File: config.mk
export PLATFORM = sky130hd
export DESIGN_NAME = klsd_cell
export DESIGN_NICKNAME = d
export VERILOG_FILES = /design/src/rtl/klsd_pkg.sv /design/src/rtl/klsd_cell.sv
export SDC_FILE = /design/constraint.sdc
export NUM_CORES = 1
export LEC_CHECK = 0
export BUFFER_PORTS_ARGS = -buffer_cell sky130_fd_sc_hd__buf_2
export CORE_AREA = 2 2 158 160
export CTS_BUF_LIST = sky130_fd_sc_hd__clkbuf_16
export CTS_CLUSTER_SIZE = 24
export DETAILED_ROUTE_END_ITERATION = 8
export DIE_AREA = 0 0 160 162
export PLACE_DENSITY = 0.53
export SYNTH_ARGS = -nofsm -noshare
export SYNTH_HDL_FRONTEND = slang
export SYNTH_SLANG_ARGS = --single-unit
File: constraint.sdc
create_clock -name clk -period 11.3 [get_ports clk]
set_clock_uncertainty 0.05 [all_clocks]
set_input_delay 2.26 -clock clk [delete_from_list [all_inputs] [get_ports clk]]
set_output_delay 2.26 -clock clk [all_outputs]
set_load 0.005 [all_outputs]
File: src/rtl/klsd_pkg.sv
package klsd_pkg;

  localparam int ACT_BITS     = 2;
  localparam int IN_KEY_BITS  = 64;
  localparam int PRICE_BITS   = 32;
  localparam int QTY_BITS     = 32;
  localparam int POS_BITS     = 7;
  localparam int STATUS_BITS  = 2;
  localparam int IDX_OUT_BITS = 7;
  localparam int TOTAL_BITS   = 8;

  typedef enum logic [ACT_BITS-1:0] {
    ACT_INSERT = 2'd0,
    ACT_SEARCH = 2'd1,
    ACT_DELETE = 2'd2,
    ACT_NOP    = 2'd3
  } action_t;

  typedef enum logic [STATUS_BITS-1:0] {
    ST_OK        = 2'd0,
    ST_NOT_FOUND = 2'd1,
    ST_FULL      = 2'd2,
    ST_BAD_INDEX = 2'd3
  } status_t;

  typedef enum logic [1:0] {
    S_IDLE,
    S_RUN,
    S_FIN
  } fsm_t;

  // broadcast from the sequencer to every cell
  typedef struct packed {
    logic wr;
    logic shift;
    logic by_key;
  } cell_ctrl_t;

endpackage

File: src/rtl/klsd_cell.sv
module klsd_cell #(
  parameter int CELL_IDX = 0,
  parameter int KEY_BITS = 64,
  parameter int CNTW     = 8
) (
  input  logic                           clk,
  input  klsd_pkg::cell_ctrl_t           ctrl,
  input  logic [KEY_BITS-1:0]            op_key,
  input  logic [klsd_pkg::PRICE_BITS-1:0] op_price,
  input  logic [klsd_pkg::QTY_BITS-1:0]  op_qty,
  input  logic [klsd_pkg::POS_BITS-1:0]  op_pos,
  input  logic [CNTW-1:0]                count,
  input  logic [KEY_BITS-1:0]            nb_key,
  input  logic [klsd_pkg::PRICE_BITS-1:0] nb_price,
  input  logic [klsd_pkg::QTY_BITS-1:0]  nb_qty,
  output logic [KEY_BITS-1:0]            key_r,
  output logic [klsd_pkg::PRICE_BITS-1:0] price_r,
  output logic [klsd_pkg::QTY_BITS-1:0]  qty_r,
  output logic                           hit
);
  import klsd_pkg::*;

  localparam int PW = (CNTW > POS_BITS) ? CNTW : POS_BITS;

  logic [PW-1:0]   my_pos;
  logic [CNTW-1:0] my_idx;
  logic            live;

  assign my_pos = PW'(CELL_IDX);
  assign my_idx = CNTW'(CELL_IDX);
  assign live   = (my_idx < count);

  // insert lands at the fill point, delete pulls from the upper neighbor
  always_ff @(posedge clk) begin
    if (ctrl.wr && (my_idx == count)) begin
      key_r   <= op_key;
      price_r <= op_price;
      qty_r   <= op_qty;
    end else if (ctrl.shift && (my_pos >= PW'(op_pos))) begin
      key_r   <= nb_key;
      price_r <= nb_price;
      qty_r   <= nb_qty;
    end
  end

  assign hit = live && (ctrl.by_key ? (key_r == op_key) : (my_pos == PW'(op_pos)));

endmodule

Yosys cells after proc, flatten, opt, wreduce, memory -nomap -nowiden

Index checks and enable logic that the tools add are counted.

Output and inout bits: 129
Register bits after elaboration: 128
Word-level logic and storage cells: 19

Reduce and logical (&&, ||, !) cells: 6
$lt $le $gt $ge: 2
Eq/ne operators: 1
Multiplexer cells: 7

Operators by type and width:

| kind                                               | number |
|---|---|
| two-way mux 32 bit                                 | 4 |
| two-way mux 64 bit                                 | 2 |
| equality test 64 bit                               | 1 |
| logical NOT 8 bit                                  | 2 |
| < comparator 1 x 8 -> 1 bit, first input constant  | 1 |
| >= comparator 1 x 7 -> 1 bit, first input constant | 1 |
| logical AND 1 bit                                  | 3 |
| nonzero test 2 bit                                 | 1 |
| two-way mux 1 bit                                  | 1 |

Depth between registers and ports, before layout

Depth after elaboration: 4
Depth in mapped cells: 6

Worst setup path after synthesis

OpenSTA, ideal clock, no wires.

Path type: input-to-reg
Start: input port count[0]
End: register key_r[0] (enable)
Buffers on the path: 2
Arrival: 6.086 ns
Path slack: 4.672 ns
Data required time: 10.758 ns
Stages on the path: 6
Path through: or4_1 -> nor2_2 -> nand2_2 -> buf_6 -> buf_6 -> nand2_1

Cells in the longest elaborated chain, start to end: 3

RTL lines:

| element                             | line            | text |
|---|---|---|
| start, declared                     | klsd_cell.sv:12 | `input logic [CNTW-1:0] count,` |
| logical NOT 8 bit                   | klsd_cell.sv:35 | `if (ctrl.wr && (my_idx == count)) begin` |
| logical AND 1 bit                   | klsd_cell.sv:35 |  |
| nonzero test 2 bit (no source line) | --              |  |
| end signal, assigned                | klsd_cell.sv:36 | `key_r <= op_key;` |
| end signal, assigned                | klsd_cell.sv:40 | `key_r <= nb_key;` |
| end, declared                       | klsd_cell.sv:16 | `output logic [KEY_BITS-1:0] key_r,` |

Every way passes these cells.
A chain may end at the register's enable or synchronous reset.

Final worst setup path

Start: input port op_key[51]
End: output port hit

Cells in the longest elaborated chain, start to end: 3

RTL lines:

| element              | line            | text |
|---|---|---|
| start, declared      | klsd_cell.sv:8  | `input logic [KEY_BITS-1:0] op_key,` |
| equality test 64 bit | klsd_cell.sv:46 | `assign hit = live && (ctrl.by_key ? (key_r == op_key) : (my_pos == PW'(op_pos)));` |
| two-way mux 1 bit    | klsd_cell.sv:46 |  |
| logical AND 1 bit    | klsd_cell.sv:46 |  |
| end, declared        | klsd_cell.sv:19 | `output logic hit` |

Every way passes these cells.

==> results.toml <==
[final_layout]
nets = 1052
seqCellArea_sq_mm = 0.00384
syn_to_final_growth_pct = 43.5
multi_input_area_sq_mm = 0.00263
drive_above_1_share_pct = 69.9
final_cells = 1116
fin_util_pct = 39.3
num-fill-cells = 2388

[drt]
first_iter_violations = 153
drt-pass1-iter-count = 4
drc = 0
routed_wl_um = 19000
via_per_inst = 4.15
vias = 4634
wire_per_inst_um = 17.0
antenna_left = 0

[synthesis]
synth.cell_area_sq_mm = 0.00661
synth_fp_nets = 642
syn_avg_cell_area_sq_um = 18.0
synth.distinct_cells = 18
syn_inst = 367
ys_warn_count = 0
ys_seq_area_share_pct = 58.2
ys_seq_elements = 128
synth_top_area_share_pct = 58.2
synth_area_leaders = "edfxtp_1 (58%), mux2_4 (25%), xnor2_1 (6.0%), xor2_1 (2.5%), mux2_1 (2.4%)"
synth_top_cell_by_area = "edfxtp_1"

[critical_path]
crit_family = "simple AND/OR/NAND/NOR gates"
arrival_ns = 3.89
cpMostUsedCell = "buf_2"
worstPathRequired_ns = 8.99
slowest_delay_ns = 0.68
path_class = "in -> out"
crit_fanout = 2
worstPathBufferInverterCount = 2
cp-end-kind = "output pin"
crit_chain = "buf_2, xor2_1, nor4_1, nand4_1, o31ai_1, buf_2"
slowest_stage = "nor4_1"
critPathLaunchType = "input port"

[hold_path]
hp-class = "in -> reg"

[pwr]
ir_drop_uv = 68.8
p_total_mw = 1.16
power_density_mw_per_mm2 = 122
cellLeakagePower_nw = 4.35

[global_routing]
grt_usage_pct = 14.0
grt_first_pass_wirelength_um = 27100
grt_max_degree = 74
first_global_vias = 4715
antenna_found_initial = 4
gr-total-overflow = 0

[sta]
slew_violations = 0
rsz0062_at_grt = "no"
fmax_mhz = 161
tns_ns = 0
tightestPinTransition_ns = 1.02
relSlewSlack_pct = 32.1
setup_violations = 0
post-route-period-util_pct = 54.9
post-route-min-period_ns = 6.20
hold_violations = 0

[clock_network]
hold_buffers = 0
postCtsSetupRepairBufs = 0
clock_path_buffers = 2
clkSinkCount = 128
cts_tree = "yes"
path_clk_slew_ns = 0.06
cts_buffers = 17
cts-root-buf = "clkbuf_16"
cts_resized = 0
htree_levels = 4

[floorplan]
ioPinCount = 404
die-width_um = 160
start_util_pct = 27.4
core.rowCount = 57
die_h_um = 162
die_area_sq_mm = 0.0259
core-area_sq_mm = 0.0241

[placement]
io_buffers = 403
dpl.cell_count = 1082
dpl.hpwl_um = 14700
gp_congestion = 0.769

[outcome]
status = "finished, final reports clean"

[run]
drv_cap = 0
==> cell usage after synthesis, drive strengths merged <==
cell	count
edfxtp	128
mux2	128
xnor2	45
xor2	19
buf	14
nand4	12
nor4	8
nand2	3
nand3	3
nor3	2
or4	2
nor2	1
o31ai	1
or3	1
==> where the power goes <==
group,switching [mW],internal (mW),leakage (nW)
sequential,0.00117,0.525,1.15
clock,0.223,0.305,0.269
combinational,0.0341,0.0711,2.93
total,0.258,0.901,4.35
==> layout by cell type (no fill, tap or decap), types with 2 or more instances in the layout <==
cell type,count
nor3_1,2
buf_4,2
nand3_1,3
or4_1,2
mux2_4,109
inv_6,4
clkbuf_16,17
nor4_1,8
mux2_2,5
mux2_1,14
clkinv_4,4
clkinvlp_4,3
nand4_1,12
xnor2_1,45
buf_2,403
diode_2,2
xor2_1,19
edfxtp_1,128
==> path summary, 6_finish.rpt <==
path	from	to	slack, ns	depth (start not counted)
hold / removal	op_qty[15]	qty_r[15]	2.08	2
setup / recovery	op_key[51]	hit	5.10	6
==> per-layer routing <==
metal | wire [um] | global-route usage, %
met1 | 7450 | 16.0
met4 | 336 | 5.04
met2 | 9680 | 24.7
met5 | 13 | 0
met3 | 1470 | 4.70
==> area by class of cell <==
class | instances | share of cell area [%]
Antenna cell | 2 | 0.0528
Tap cell | 324 | 4.28
Timing Repair Buffer | 405 | 21.4
Clock inverter | 15 | 1.43
Clock buffer | 17 | 4.49
Multi-Input combinational cell | 225 | 27.8
Sequential cell | 128 | 40.6
==> cells by family after synthesis <==
family / share of synthesized area [%]
AOI/OAI and AO/OA: 0.114
muxes: 28.0
DFF: 58.2
xor gates and xnor gates: 8.49
and+or+nand+nor: 2.90
buffers and inverters: 2.29
==> metrics by stage <==
stage | area [sq um] | setup slack [ns] | hold slack, ns
floorplan | 6610 | 4.67 | 2.41
global placement | 8910 | 4.98 | 2.49
detailed placement | 8910 | 4.97 | 2.50
CTS | 9470 | 4.96 | 2.05
global route | 9480 | 4.91 | 2.05
finish | 9480 | 5.10 | 2.08
==> sequential cells by signal, summed over array words and instances, names as in the netlist <==
register,count
price_r,32
qty_r,32
key_r,64
Note: power is estimated with default switching activity, not from simulation.
